<file path="src/rtl/ceb_pkg.sv">
// Shared types and constants for the clause exchange buffer parser.
// No dependencies; every other file of the block refers to this package.
package ceb_pkg;

  localparam int WORD_W  = 32;
  localparam int CNT_W   = 17;
  localparam int SZ_W    = 11;

  localparam int BUFFER_WORDS_DEF   = 65536;
  localparam int MAX_CLAUSE_LEN_DEF = 1024;

  // Hardware limits of the count and size registers.
  localparam int CNT_LIMIT = 131071;
  localparam int SZ_LIMIT  = 2047;

  typedef enum logic [3:0] {
    PH_IDLE  = 4'b0001,
    PH_VIP   = 4'b0010,
    PH_SIZED = 4'b0100,
    PH_ERROR = 4'b1000
  } phase_t;

  typedef struct packed {
    logic signed [WORD_W-1:0] word;
    logic                     first_word;
  } item_t;

  typedef struct packed {
    logic signed [WORD_W-1:0] literal;
    logic [SZ_W-1:0]          clause_size;
    logic                     is_vip;
    logic                     clause_last;
    logic                     parse_error;
  } result_t;

endpackage

</file>
<file path="src/rtl/ceb_in_if.sv">
// Input channel of the clause exchange buffer parser: one buffer word per transfer.
// Depends on ceb_pkg for the word width.
interface ceb_in_if;
  logic                              valid;
  logic                              ready;
  logic signed [ceb_pkg::WORD_W-1:0] word;
  logic                              first_word;

  modport source (output valid, output word, output first_word, input ready);
  modport sink   (input valid, input word, input first_word, output ready);
endinterface

</file>
<file path="src/rtl/ceb_out_if.sv">
// Result channel of the clause exchange buffer parser: one literal per transfer.
// Depends on ceb_pkg for the field widths.
interface ceb_out_if;
  logic                              valid;
  logic                              ready;
  logic signed [ceb_pkg::WORD_W-1:0] literal;
  logic [ceb_pkg::SZ_W-1:0]          clause_size;
  logic                              is_vip;
  logic                              clause_last;
  logic                              parse_error;

  modport source (output valid, output literal, output clause_size, output is_vip,
                  output clause_last, output parse_error, input ready);
  modport sink   (input valid, input literal, input clause_size, input is_vip,
                  input clause_last, input parse_error, output ready);
endinterface

</file>
<file path="src/rtl/clause_exchange_buffer_parser.sv">
// Top level of the clause exchange buffer parser.
// Depends on ceb_pkg, ceb_in_if, ceb_out_if, ceb_in_reg, ceb_parser and ceb_out_reg.
//
// The block reads a shared-clause buffer one 32-bit word per transfer and gives
// one literal per transfer on the result side. A word flagged first_word is the
// header: it holds the number of VIP words, separators included, and restarts
// parsing from any state. VIP clauses follow, each ended by a zero word; the
// last VIP word always closes the open clause. Then for clause sizes 1, 2, 3 and
// so on comes a count word followed by that many clauses of that size. Every
// literal carries its clause size, a VIP mark and a last-of-clause mark; for VIP
// literals the size is given only on the last literal of the clause. One VIP
// literal is held back until the next word shows whether its clause ends, so a
// VIP literal appears one word later than it arrives. A negative count word puts
// the block in a sticky error state in which every following word yields a
// result with parse_error set and all other fields zero, until the next header.
// Counts saturate at min(BUFFER_WORDS-1, 131071), sizes at min(MAX_CLAUSE_LEN,
// 2047). Throughput is one word per clock cycle with no gaps while the result
// side accepts; a word passes through one input register and one result
// register, with the per-word counter update between them. Words that yield no
// result (headers, count words, separators) still pass the input register. A
// stalled result side holds the input side only once both registers are full.
module clause_exchange_buffer_parser #(
  parameter int BUFFER_WORDS   = ceb_pkg::BUFFER_WORDS_DEF,
  parameter int MAX_CLAUSE_LEN = ceb_pkg::MAX_CLAUSE_LEN_DEF
) (
  input  logic      clk,
  input  logic      rst_n,
  ceb_in_if.sink    in_ch,
  ceb_out_if.source out_ch
);

  ceb_pkg::item_t   in_item;
  ceb_pkg::item_t   item;
  logic             item_valid;
  logic             take;
  logic             res_valid;
  ceb_pkg::result_t res;
  ceb_pkg::result_t out_res;

  assign in_item.word       = in_ch.word;
  assign in_item.first_word = in_ch.first_word;

  ceb_in_reg u_in_reg (
    .clk             (clk),
    .rst_n           (rst_n),
    .in_valid        (in_ch.valid),
    .in_ready        (in_ch.ready),
    .in_item         (in_item),
    .downstream_take (take),
    .item_valid      (item_valid),
    .item            (item)
  );

  // The parsing state steps exactly when the registered word is finished.
  ceb_parser #(
    .BUFFER_WORDS   (BUFFER_WORDS),
    .MAX_CLAUSE_LEN (MAX_CLAUSE_LEN)
  ) u_parser (
    .clk       (clk),
    .rst_n     (rst_n),
    .advance   (item_valid && take),
    .item      (item),
    .res_valid (res_valid),
    .res       (res)
  );

  ceb_out_reg u_out_reg (
    .clk        (clk),
    .rst_n      (rst_n),
    .item_valid (item_valid),
    .res_valid  (res_valid),
    .res        (res),
    .take       (take),
    .out_valid  (out_ch.valid),
    .out_ready  (out_ch.ready),
    .out_res    (out_res)
  );

  assign out_ch.literal     = out_res.literal;
  assign out_ch.clause_size = out_res.clause_size;
  assign out_ch.is_vip      = out_res.is_vip;
  assign out_ch.clause_last = out_res.clause_last;
  assign out_ch.parse_error = out_res.parse_error;

endmodule

</file>
<file path="src/rtl/ceb_in_reg.sv">
// Input register stage of the clause exchange buffer parser.
// Depends on ceb_pkg for the item type.
module ceb_in_reg (
  input  logic            clk,
  input  logic            rst_n,
  input  logic            in_valid,
  output logic            in_ready,
  input  ceb_pkg::item_t  in_item,
  input  logic            downstream_take,
  output logic            item_valid,
  output ceb_pkg::item_t  item
);

  logic           valid_r, valid_nxt;
  ceb_pkg::item_t item_r;

  // The stage is free when empty or when its word moves on this cycle.
  assign in_ready = !valid_r || downstream_take;

  always_comb begin
    valid_nxt = valid_r;
    if (in_ready) begin
      valid_nxt = in_valid;
    end
  end

  always_ff @(posedge clk) begin
    if (!rst_n) begin
      valid_r <= 1'b0;
    end else begin
      valid_r <= valid_nxt;
    end
  end

  always_ff @(posedge clk) begin
    if (in_valid && in_ready) begin
      item_r <= in_item;
    end
  end

  assign item_valid = valid_r;
  assign item       = item_r;

endmodule

</file>
<file path="src/rtl/ceb_parser.sv">
// Parsing state and per-word step logic of the clause exchange buffer parser.
// Depends on ceb_pkg for the phase, item and result types.
module ceb_parser #(
  parameter int BUFFER_WORDS   = ceb_pkg::BUFFER_WORDS_DEF,
  parameter int MAX_CLAUSE_LEN = ceb_pkg::MAX_CLAUSE_LEN_DEF
) (
  input  logic             clk,
  input  logic             rst_n,
  input  logic             advance,
  input  ceb_pkg::item_t   item,
  output logic             res_valid,
  output ceb_pkg::result_t res
);

  localparam int WORD_W = ceb_pkg::WORD_W;
  localparam int CNT_W  = ceb_pkg::CNT_W;
  localparam int SZ_W   = ceb_pkg::SZ_W;
  localparam int CNT_CAP_I = (BUFFER_WORDS - 1 > ceb_pkg::CNT_LIMIT) ?
                             ceb_pkg::CNT_LIMIT : BUFFER_WORDS - 1;
  localparam int SZ_CAP_I  = (MAX_CLAUSE_LEN > ceb_pkg::SZ_LIMIT) ?
                             ceb_pkg::SZ_LIMIT : MAX_CLAUSE_LEN;
  localparam logic [CNT_W-1:0] COUNT_CAP = CNT_W'(CNT_CAP_I);
  localparam logic [SZ_W-1:0]  SIZE_CAP  = SZ_W'(SZ_CAP_I);

  ceb_pkg::phase_t            phase_r, phase_nxt;
  logic [CNT_W-1:0]           vip_words_left_r, vip_words_left_nxt;
  logic [SZ_W-1:0]            size_class_r, size_class_nxt;
  logic [CNT_W-1:0]           clauses_left_r, clauses_left_nxt;
  logic [SZ_W-1:0]            literals_left_r, literals_left_nxt;
  logic [SZ_W-1:0]            vip_length_r, vip_length_nxt;
  logic signed [WORD_W-1:0]   held_literal_r, held_literal_nxt;
  logic                       held_valid_r, held_valid_nxt;

  logic [CNT_W-1:0]           word_count;
  logic [CNT_W-1:0]           vip_dec;
  logic [CNT_W-1:0]           clause_dec;
  logic [SZ_W-1:0]            size_inc;

  // Negative words count as zero, large ones saturate.
  function automatic logic [CNT_W-1:0] clamp_count(input logic [WORD_W-1:0] w);
    logic [CNT_W-1:0] c;
    if (w[WORD_W-1]) begin
      c = '0;
    end else if (w > WORD_W'(COUNT_CAP)) begin
      c = COUNT_CAP;
    end else begin
      c = w[CNT_W-1:0];
    end
    return c;
  endfunction

  function automatic logic [SZ_W-1:0] inc_size(input logic [SZ_W-1:0] s);
    return (s >= SIZE_CAP) ? SIZE_CAP : s + SZ_W'(1);
  endfunction

  assign word_count = clamp_count(item.word);
  assign vip_dec    = vip_words_left_r - CNT_W'(1);
  assign clause_dec = clauses_left_r - CNT_W'(1);
  assign size_inc   = inc_size(size_class_r);

  always_comb begin
    phase_nxt          = phase_r;
    vip_words_left_nxt = vip_words_left_r;
    size_class_nxt     = size_class_r;
    clauses_left_nxt   = clauses_left_r;
    literals_left_nxt  = literals_left_r;
    vip_length_nxt     = vip_length_r;
    held_literal_nxt   = held_literal_r;
    held_valid_nxt     = held_valid_r;
    res_valid          = 1'b0;
    res                = '0;

    if (item.first_word) begin
      // A header restarts the buffer from any phase.
      vip_words_left_nxt = word_count;
      size_class_nxt     = '0;
      clauses_left_nxt   = '0;
      literals_left_nxt  = '0;
      vip_length_nxt     = '0;
      held_literal_nxt   = '0;
      held_valid_nxt     = 1'b0;
      phase_nxt          = (word_count != '0) ? ceb_pkg::PH_VIP : ceb_pkg::PH_SIZED;
    end else begin
      unique case (phase_r)
        ceb_pkg::PH_IDLE: begin
        end
        ceb_pkg::PH_ERROR: begin
          res_valid       = 1'b1;
          res.parse_error = 1'b1;
        end
        ceb_pkg::PH_VIP: begin
          vip_words_left_nxt = vip_dec;
          if (item.word != '0 && vip_dec != '0) begin
            // Release the previous literal; this one is held until we know
            // whether the clause ends after it.
            res_valid        = held_valid_r;
            res.literal      = held_literal_r;
            res.is_vip       = 1'b1;
            held_literal_nxt = item.word;
            held_valid_nxt   = 1'b1;
            vip_length_nxt   = inc_size(vip_length_r);
          end else begin
            // Separator, or the final VIP word, closes the open clause.
            res_valid        = held_valid_r;
            res.literal      = held_literal_r;
            res.clause_size  = vip_length_r;
            res.is_vip       = 1'b1;
            res.clause_last  = 1'b1;
            held_literal_nxt = '0;
            held_valid_nxt   = 1'b0;
            vip_length_nxt   = '0;
          end
          if (vip_dec == '0) begin
            phase_nxt = ceb_pkg::PH_SIZED;
          end
        end
        ceb_pkg::PH_SIZED: begin
          if (clauses_left_r == '0) begin
            // Count word for the next size class.
            size_class_nxt = size_inc;
            if (item.word[WORD_W-1]) begin
              phase_nxt       = ceb_pkg::PH_ERROR;
              res_valid       = 1'b1;
              res.parse_error = 1'b1;
            end else begin
              clauses_left_nxt  = word_count;
              literals_left_nxt = (word_count != '0) ? size_inc : '0;
            end
          end else begin
            res_valid       = 1'b1;
            res.literal     = item.word;
            res.clause_size = size_class_r;
            res.clause_last = (literals_left_r <= SZ_W'(1));
            if (literals_left_r <= SZ_W'(1)) begin
              clauses_left_nxt  = clause_dec;
              literals_left_nxt = (clause_dec != '0) ? size_class_r : '0;
            end else begin
              literals_left_nxt = literals_left_r - SZ_W'(1);
            end
          end
        end
        default: begin
        end
      endcase
    end
  end

  always_ff @(posedge clk) begin
    if (!rst_n) begin
      phase_r          <= ceb_pkg::PH_IDLE;
      vip_words_left_r <= '0;
      size_class_r     <= '0;
      clauses_left_r   <= '0;
      literals_left_r  <= '0;
      vip_length_r     <= '0;
      held_literal_r   <= '0;
      held_valid_r     <= 1'b0;
    end else if (advance) begin
      phase_r          <= phase_nxt;
      vip_words_left_r <= vip_words_left_nxt;
      size_class_r     <= size_class_nxt;
      clauses_left_r   <= clauses_left_nxt;
      literals_left_r  <= literals_left_nxt;
      vip_length_r     <= vip_length_nxt;
      held_literal_r   <= held_literal_nxt;
      held_valid_r     <= held_valid_nxt;
    end
  end

  a_header_leaves_idle: assert property (@(posedge clk) disable iff (!rst_n)
    advance && item.first_word |=> phase_r != ceb_pkg::PH_IDLE)
    else $error("header did not start a buffer");

  a_held_only_in_vip: assert property (@(posedge clk) disable iff (!rst_n)
    held_valid_r |-> phase_r == ceb_pkg::PH_VIP)
    else $error("held literal outside the VIP region");

  a_error_sticky: assert property (@(posedge clk) disable iff (!rst_n)
    advance && !item.first_word && phase_r == ceb_pkg::PH_ERROR
    |-> res_valid && res.parse_error && phase_nxt == ceb_pkg::PH_ERROR)
    else $error("error phase did not report an error");

  a_sized_counters_agree: assert property (@(posedge clk) disable iff (!rst_n)
    phase_r == ceb_pkg::PH_SIZED |-> (clauses_left_r == '0) == (literals_left_r == '0))
    else $error("clause and literal counters disagree");

endmodule

</file>
<file path="src/rtl/ceb_out_reg.sv">
// Result register of the clause exchange buffer parser.
// Depends on ceb_pkg for the result type.
module ceb_out_reg (
  input  logic             clk,
  input  logic             rst_n,
  input  logic             item_valid,
  input  logic             res_valid,
  input  ceb_pkg::result_t res,
  output logic             take,
  output logic             out_valid,
  input  logic             out_ready,
  output ceb_pkg::result_t out_res
);

  logic             valid_r, valid_nxt;
  ceb_pkg::result_t res_r;

  // A word can be finished whenever the result slot is empty or drains now.
  assign take = !valid_r || out_ready;

  always_comb begin
    valid_nxt = valid_r && !out_ready;
    if (item_valid && take) begin
      valid_nxt = res_valid;
    end
  end

  always_ff @(posedge clk) begin
    if (!rst_n) begin
      valid_r <= 1'b0;
    end else begin
      valid_r <= valid_nxt;
    end
  end

  always_ff @(posedge clk) begin
    if (item_valid && take && res_valid) begin
      res_r <= res;
    end
  end

  assign out_valid = valid_r;
  assign out_res   = res_r;

endmodule
</file>
<file path="src/flat_wrapper.sv">
// flat-port wrapper written by rule: the top's interface ports become plain ports
module clause_exchange_buffer_parser_flat 
#(
  parameter int BUFFER_WORDS   = ceb_pkg::BUFFER_WORDS_DEF,
  parameter int MAX_CLAUSE_LEN = ceb_pkg::MAX_CLAUSE_LEN_DEF
)
  (clk, rst_n, in_ch_valid, in_ch_word, in_ch_first_word, in_ch_ready, out_ch_valid, out_ch_literal, out_ch_clause_size, out_ch_is_vip, out_ch_clause_last, out_ch_parse_error, out_ch_ready);
  ceb_in_if in_ch_i ();
  ceb_out_if out_ch_i ();
  input  logic clk;
  input  logic rst_n;
  input wire logic [$bits(in_ch_i.valid)-1:0] in_ch_valid;
  input wire logic [$bits(in_ch_i.word)-1:0] in_ch_word;
  input wire logic [$bits(in_ch_i.first_word)-1:0] in_ch_first_word;
  output wire logic [$bits(in_ch_i.ready)-1:0] in_ch_ready;
  output wire logic [$bits(out_ch_i.valid)-1:0] out_ch_valid;
  output wire logic [$bits(out_ch_i.literal)-1:0] out_ch_literal;
  output wire logic [$bits(out_ch_i.clause_size)-1:0] out_ch_clause_size;
  output wire logic [$bits(out_ch_i.is_vip)-1:0] out_ch_is_vip;
  output wire logic [$bits(out_ch_i.clause_last)-1:0] out_ch_clause_last;
  output wire logic [$bits(out_ch_i.parse_error)-1:0] out_ch_parse_error;
  input wire logic [$bits(out_ch_i.ready)-1:0] out_ch_ready;
  assign in_ch_i.valid = in_ch_valid;
  assign in_ch_i.word = in_ch_word;
  assign in_ch_i.first_word = in_ch_first_word;
  assign in_ch_ready = in_ch_i.ready;
  assign out_ch_valid = out_ch_i.valid;
  assign out_ch_literal = out_ch_i.literal;
  assign out_ch_clause_size = out_ch_i.clause_size;
  assign out_ch_is_vip = out_ch_i.is_vip;
  assign out_ch_clause_last = out_ch_i.clause_last;
  assign out_ch_parse_error = out_ch_i.parse_error;
  assign out_ch_i.ready = out_ch_ready;
  clause_exchange_buffer_parser #(.BUFFER_WORDS(BUFFER_WORDS), .MAX_CLAUSE_LEN(MAX_CLAUSE_LEN)) u_core (.clk(clk), .rst_n(rst_n), .in_ch(in_ch_i), .out_ch(out_ch_i));
endmodule
</file>
<file path="config.mk">
export PLATFORM = sky130hd
export DESIGN_NAME = clause_exchange_buffer_parser_flat
export DESIGN_NICKNAME = d
export VERILOG_FILES = /design/src/rtl/ceb_pkg.sv /design/src/rtl/ceb_in_if.sv /design/src/rtl/ceb_out_if.sv /design/src/rtl/clause_exchange_buffer_parser.sv /design/src/rtl/ceb_in_reg.sv /design/src/rtl/ceb_parser.sv /design/src/rtl/ceb_out_reg.sv /design/src/flat_wrapper.sv
export SDC_FILE = /design/constraint.sdc
export NUM_CORES = 1
export LEC_CHECK = 0
export BUFFER_PORTS_ARGS = -buffer_cell sky130_fd_sc_hd__buf_2
export CORE_MARGIN = 5
export CORE_UTILIZATION = 30
export CTS_BUF_LIST = sky130_fd_sc_hd__clkbuf_16
export CTS_CLUSTER_DIAMETER = 30
export CTS_CLUSTER_SIZE = 12
export DETAILED_ROUTE_END_ITERATION = 10
export GPL_TIMING_DRIVEN = 0
export PLACE_DENSITY = 0.45
export SLEW_MARGIN = 20
export SYNTH_ARGS = -nofsm -noshare
export SYNTH_HDL_FRONTEND = slang
export SYNTH_SLANG_ARGS = --single-unit
</file>
<file path="constraint.sdc">
create_clock -name clk -period 3.2 [get_ports clk]
set_input_delay 0.16 -clock clk [delete_from_list [all_inputs] [get_ports clk]]
set_output_delay 0.16 -clock clk [all_outputs]
set_load 0.02 [all_outputs]
</file>
---- Word-level counts from Yosys, hierarchy flattened ----
Index checks and enable logic that the tools add are counted.
cells by class
  $add $sub $neg .......................... 5
  magnitude comparators ................... 4
  equal/unequal tests ..................... 7
  multiplexer cells ....................... 50
  reductions and logical operators ........ 26
operators by type and width
  operator                                                    number
  two-way mux 11 bit                                          16
  two-way mux 17 bit                                          9
  two-way mux 32 bit                                          3
  case mux 43 bit (2 select lines)                            1
  nonzero test 17 bit                                         3
  two-way mux 43 bit                                          1
  logical NOT 17 bit                                          2
  subtractor 17 x 1 -> 17 bit (second input constant)         2
  > comparator 32 x 16 -> 1 bit (second input constant)       1
  nonzero test 32 bit                                         1
  adder 11 x 1 -> 11 bit (second input constant)              2
  greater-or-equal comparator 11 bit (second input constant)  2
  two-way mux 4 bit                                           4
  <= comparator 11 x 1 -> 1 bit (second input constant)       1
  two-way mux 1 bit                                           11
  subtractor 11 x 1 -> 11 bit (second input constant)         1
  case mux 4 bit (2 select lines)                             1
  inequality test 3 x 2 -> 1 bit (second input constant)      2
  AND reduction 3 bit                                         2
  nonzero test 2 bit                                          3
  nonzero test 3 bit                                          2
  logical AND 1 bit                                           5
  AND reduction 5 bit                                         1
  equality test 4 x 2 -> 1 bit (second input constant)        1
  other kinds (11)                                            15
word-level totals
  bits in registers ....................... 185
  output and inout bits ................... 48

---- Depth between registers and ports, before layout ----
  depth after elaboration ................. 9
  depth in mapped cells ................... 12
  gate-level depth less buffers ........... 9

---- By module ----
A second synthesis with hierarchy kept.
unflattened totals
  cell total of the unflattened synthesis .. 950
  area total of the unflattened synthesis .. 9,190.1 um^2
by module, submodules not included
  module                         instances  cells an instance  area an instance (um^2)  seq. area each (um^2)
  ceb_parser                     1          860                6,688.9                  2,082.0
  ceb_out_reg                    1          51                 1,446.4                  1,401.3
  ceb_in_reg                     1          38                 1,048.5                  1,011.0
  clause_exchange_buffer_parser  1          1                  6.3                      0.0

---- Worst setup path after synthesis ----
No wires, ideal clock.
  kind .................................... register to register
  start point ............................. reg u_core.u_parser.clauses_left_r[2]
  end point ............................... reg u_core.u_parser.literals_left_r[2]
  arrival time ............................ 2,828 ps
  path slack .............................. 250 ps
  stages on the path, launching flop included .. 10
  buffers on the path ..................... 2
  clock period less this slack ............ 2,950 ps
  path through ............................ dfxtp_1 buf_6 or4_4 nor4_1 nand2b_1 xnor2_1 or2_2 or3_1 buf_4 a221o_1
on the way
  cells in the longest elaborated chain, start to end .. 7
  elaborated cells on any way between the ends .. 10
  those cells by class .................... 1 x add/sub; 1 x eq/ne; 5 x mux; 3 x reduce/logical
ends and longest elaborated chain
  item                         RTL line           source
  start, declared              ceb_parser.sv:28   logic [CNT_W-1:0] clauses_left_r, clauses_left_nxt;
  start signal, assigned       ceb_parser.sv:162  clauses_left_r <= clauses_left_nxt;
  subtractor 17 x 1 -> 17 bit  ceb_parser.sv:58   assign clause_dec = clauses_left_r - CNT_W'(1);
  nonzero test 17 bit          ceb_parser.sv:136  literals_left_nxt = (clause_dec != '0) ? size_class_r : '0;
  two-way mux 11 bit           ceb_parser.sv:136
  two-way mux 11 bit           ceb_parser.sv:134  if (literals_left_r <= SZ_W'(1)) begin
  two-way mux 11 bit           ceb_parser.sv:118  if (clauses_left_r == '0) begin
  two-way mux 11 bit           ceb_parser.sv:84   unique case (phase_r)
  two-way mux 11 bit           ceb_parser.sv:73   if (item.first_word) begin
  end signal, assigned         ceb_parser.sv:163  literals_left_r <= literals_left_nxt;
  end, declared                ceb_parser.sv:29   logic [SZ_W-1:0] literals_left_r, literals_left_nxt;
Several ways; a longest one is shown, not always the timed one. The select of a mux whose other input is x is not followed.
A chain may end at the register's enable or synchronous reset.

---- Final worst setup path ----
  start point ............................. reg u_core.u_parser.clauses_left_r[3]
  end point ............................... reg u_core.u_out_reg.res_r (netlist bit u_core.u_out_reg.out_res[42]) (data pin)
on the way
  cells in the longest elaborated chain, start to end .. 3
ends and longest elaborated chain
  item                              RTL line           source
  logical NOT 17 bit                ceb_parser.sv:118
  two-way mux 43 bit                ceb_parser.sv:118
  case mux 43 bit (2 select lines)  ceb_parser.sv:84
  end signal, assigned              ceb_out_reg.sv:38  res_r <= res;
  end, declared                     ceb_out_reg.sv:16  ceb_pkg::result_t res_r;
No other way between the ends.

==> flow_summary_export.csv <==
group,metric,value,unit
pwr,power.total,5.39,mW
grt,grt_pass1_vias,8265,
worst_hold_path,min_from,"rst_n",
routing,first_pass_iters,5,
clock_tree,h-tree-depth,4,
worst_setup_path,cp-start-kind,"register",
logic_synthesis,syn_area,9400,um^2
worst_setup_path,critPathMaxStageDelay,580,ps
routing,drt-initial-drc-count,785,
logic_synthesis,synth_cells,1041,
worst_setup_path,reg2reg_to,"u_core.u_out_reg.out_res[42]",
logic_synthesis,yosys_warnings,0,
layout,nets,1229,
status,outcome,"completed",
routing,viasPerCell,5.51,
logic_synthesis,yosysSeqAreaShare,47.8,%
worst_setup_path,worstPathMaxFanout,10,
sta,fin_crit_sh,95.1,%
worst_setup_path,critical_path_cell_count,9,
worst_setup_path,crit_chain,"buf_2 -> or4_4 -> or3_1 -> nor2_1 -> buf_2 -> nor2_1 -> clkbuf_1 -> a22oi_1 -> nor2_1",
grt,grt_antenna_before_repair,0,
flow_run,drv_cap,0,
worst_hold_path,hold_path_class,"in2reg",
worst_setup_path,crit_type,"reg2reg",
worst_setup_path,required,3360,ps
floorplan,die_h,187,um
logic_synthesis,ys_seq_elements,185,
worst_hold_path,whs_path_depth,3,
layout,drive_above_1_share,14.5,%
sta,drv_slew,0,
place,place_ws,-207,ps
place,gp_congestion,0.912,
grt,grt_pass1_wl,49500,um
floorplan,dieWidth,187,um
routing,drc,0,
logic_synthesis,async_flop_share,0,%
clock_tree,tritoncts,"built",
sta,relSlewSlack,38.1,%
sta,skew,17.8,ps
sta,setup_violations,0,
grt,grt_usage,17.8,%
worst_setup_path,r2r-start,"u_core.u_parser.clauses_left_r[3]",
pwr,power_leakage,4.13,nW
clock_tree,root_buffer,"clkbuf_16",
routing,ant_nets,0,
routing,wirelength,32300,um
logic_synthesis,synth_edf_count,79,
worst_setup_path,crit_path_frequent_cell,"nor2_1",
sta,fin_ws,157,ps
clock_tree,clock_sinks,185,
floorplan,io_pins,85,
place,place.port_buffers,84,
worst_setup_path,cp_num_buf_inv,3,
layout,antenna_cells,0,
clock_tree,path_clk_slew,70,ps
floorplan,core,30700,um^2
clock_tree,clk-insertion-delay-late,450,ps
clock_tree,numCtsBuffers,17,
pwr,power.density,473,nW/um^2
worst_setup_path,r2r_setup_slack,160,ps
worst_setup_path,rr_worst_depth,9,
floorplan,rows,64,
sta,fmax,329,MHz
worst_hold_path,worst_hold_path.endpoint,"u_core.u_parser.clauses_left_r[16]",
worst_setup_path,cp_top_family,"simple AND/OR/NAND/NOR gates",
layout,synthToLayoutAreaGrowth,21.2,%
routing,route.vias.total,8757,
sta,hold_viol_final,0,
logic_synthesis,synth_area_per_cell,9.03,um^2
worst_setup_path,worstSetupEndpointType,"register",
pwr,ir_drop,314,uV
logic_synthesis,synth_cell_types,71,
grt,grt-ovfl-total,0,
sta,grt_setup_unrepaired,"false",
logic_synthesis,synth_top_area_share,25.2,%
logic_synthesis,synth-main-ff-cell,"dfxtp_1",
floorplan,dieArea,35000,um^2
sta,whs,81.1,ps
place,dp_hpwl,23400,um
worst_setup_path,cpMaxStageDelayCell,"or4_4",
floorplan,initial_utilization,30.6,%
sta,tightest_slew,921,ps
clock_tree,cts_max_path_buffers,2,
worst_setup_path,worstPathArrival,3200,ps
logic_synthesis,synth_top_area_cell,"edfxtp_1",
grt,grt_start_max_net_pins,48,
sta,period_needed,3040,ps
logic_synthesis,synthTopCellsByArea,"edfxtp_1 25%, dfxtp_1 23%, nor2_1 6.2%",
logic_synthesis,syn_nets,1089,
routing,wl_per_cell,20.3,um
==> cells in the mapped netlist, drive strengths merged, types with 9 or more instances <==
cell	number
a22oi	43
or3	17
nand3	38
dfxtp	106
nor3	42
xnor2	13
a21oi	66
edfxtp	79
nor2	155
nand2	60
o21ai	65
clkbuf	65
nor4	25
o2111ai	9
buf	17
xor2	11
ha	11
a2bb2oi	11
inv	19
nand4	21
a32oi	34
a22o	18
==> routing by layer <==
| layer | global-route usage [%] | vias to the layer above | share of wire, % |
|---|---|---|---|
| met5 | 0 | - | 0 |
| met4 | 5.20 | 0 | 2.1 |
| met3 | 2.67 | 29 | 4.2 |
| met2 | 27.5 | 241 | 45 |
| met1 | 26.0 | 4281 | 49 |
| li1 | - | 4206 | - |
==> worst max-delay path by stage <==
stage,startpoint,endpoint
3_3_place_gp,u_core.u_parser.clauses_left_r[0],u_core.u_out_reg.out_res[20]
2_1_floorplan,u_core.u_parser.clauses_left_r[2],u_core.u_parser.literals_left_r[2]
5_1_grt,u_core.u_parser.clauses_left_r[3],u_core.u_out_reg.out_res[23]
6_report,u_core.u_parser.clauses_left_r[3],u_core.u_out_reg.out_res[42]
4_1_cts,u_core.u_parser.vip_words_left_r[1],u_core.u_out_reg.out_res[1]
3_5_place_dp,u_core.u_parser.vip_words_left_r[3],u_core.u_out_reg.out_res[7]
==> tightest hold or removal path, delay by kind of cell <==
family,cells,cell delay [ps]
AO/OA/AOI/OAI,1,60
AND/OR/NAND/NOR,1,80
buffers and inverters,1,170
==> flip-flops by register name, summed over array words and instances (netlist names) <==
signal / flops
u_core.u_parser.held_valid_r: 1
u_core.u_parser.size_class_r: 11
u_core.u_out_reg.out_res: 46
u_core.u_parser.held_literal_r: 32
u_core.u_parser.phase_r: 4
u_core.u_parser.clauses_left_r: 17
u_core.u_parser.literals_left_r: 11
u_core.u_in_reg.item_valid: 1
u_core.u_parser.vip_words_left_r: 17
u_core.u_parser.vip_length_r: 11
u_core.u_in_reg.item: 33
u_core.u_out_reg.out_valid: 1
==> stage by stage <==
| stage | instance area (um^2) | cells | TNS (ps) | utilization (%) |
|---|---|---|---|---|
| floorplan | 9400 | 1041 | 0 | - |
| global placement | 10300 | 1521 | -37200 | 33.6 |
| detailed placement | 10300 | 1522 | -3490 | 33.6 |
| CTS | 11300 | 1588 | 0 | 36.7 |
| global route | 11400 | 1589 | 0 | 37.1 |
| finish | 11400 | 1589 | 0 | 37.1 |
==> cells by family (layout without fill, tap and decap cells) <==
group,Yosys count,in the layout,share of synthesized area [%]
flip-flops,185,185,47.8
adder cells (fa/ha/maj),11,11,1.46
XOR/XNOR,24,24,2.24
AO/OA/AOI/OAI,300,300,21.9
multiplexers,4,4,0.452
buffers and inverters,102,254,4.43
AND/OR/NAND/NOR,415,415,21.7
==> layout make-up <==
| cell class | instances | area (um^2) |
|---|---|---|
| plain buffers | 79 | 339 |
| clock buffers | 17 | 425 |
| clock inverters | 14 | 109 |
| fillers | 3239 | 19400 |
| inverters | 20 | 75.1 |
| multi-input cells | 754 | 4640 |
| flip-flops and latches | 185 | 4500 |
| well taps | 396 | 495 |
| repair buffers | 124 | 818 |
==> what timing repair did <==
action / CTS / global route
pin swaps: 2 / 3
hold buffers: 34 / 0
endpoints found under the hold margin: 34 / 0
setup endpoints to repair: 63 / 63
gates cloned: 0 / 0
resized for setup: 7 / 23
setup buffers: 2 / 3
==> power breakdown <==
part | internal, mW | leakage [nW] | switching (mW)
sequential | 2.51 | 1.70 | 0.0665
clock | 1.06 | 0.264 | 0.963
combinational | 0.272 | 2.16 | 0.521
total | 3.84 | 4.13 | 1.55
==> cells in the final DEF, fill, tap and decap left out, types with 6 or more instances in the layout <==
cell type,Yosys,final
nor2b_1,8,8
a22oi_1,43,43
a32oi_1,34,34
dfxtp_1,106,105
buf_2,9,91
nand2b_1,6,6
nand3_1,38,38
o2111ai_1,9,9
a41o_1,8,8
clkbuf_1,65,60
nor3_2,2,6
nor3_1,40,36
o21ai_0,60,60
a2bb2oi_1,11,11
ha_1,11,10
buf_4,4,10
clkbuf_16,0,17
a31oi_1,7,7
xnor2_1,13,13
edfxtp_1,79,79
a21oi_1,65,64
or2_2,7,7
nand2_1,60,60
dlygate4sd3_1,0,34
nor4_1,23,19
nor2_1,155,155
xor2_1,11,10
a22o_1,18,18
or3_1,17,17
inv_1,18,20
nand4_1,21,21
Power figures use the tool's default switching activity.
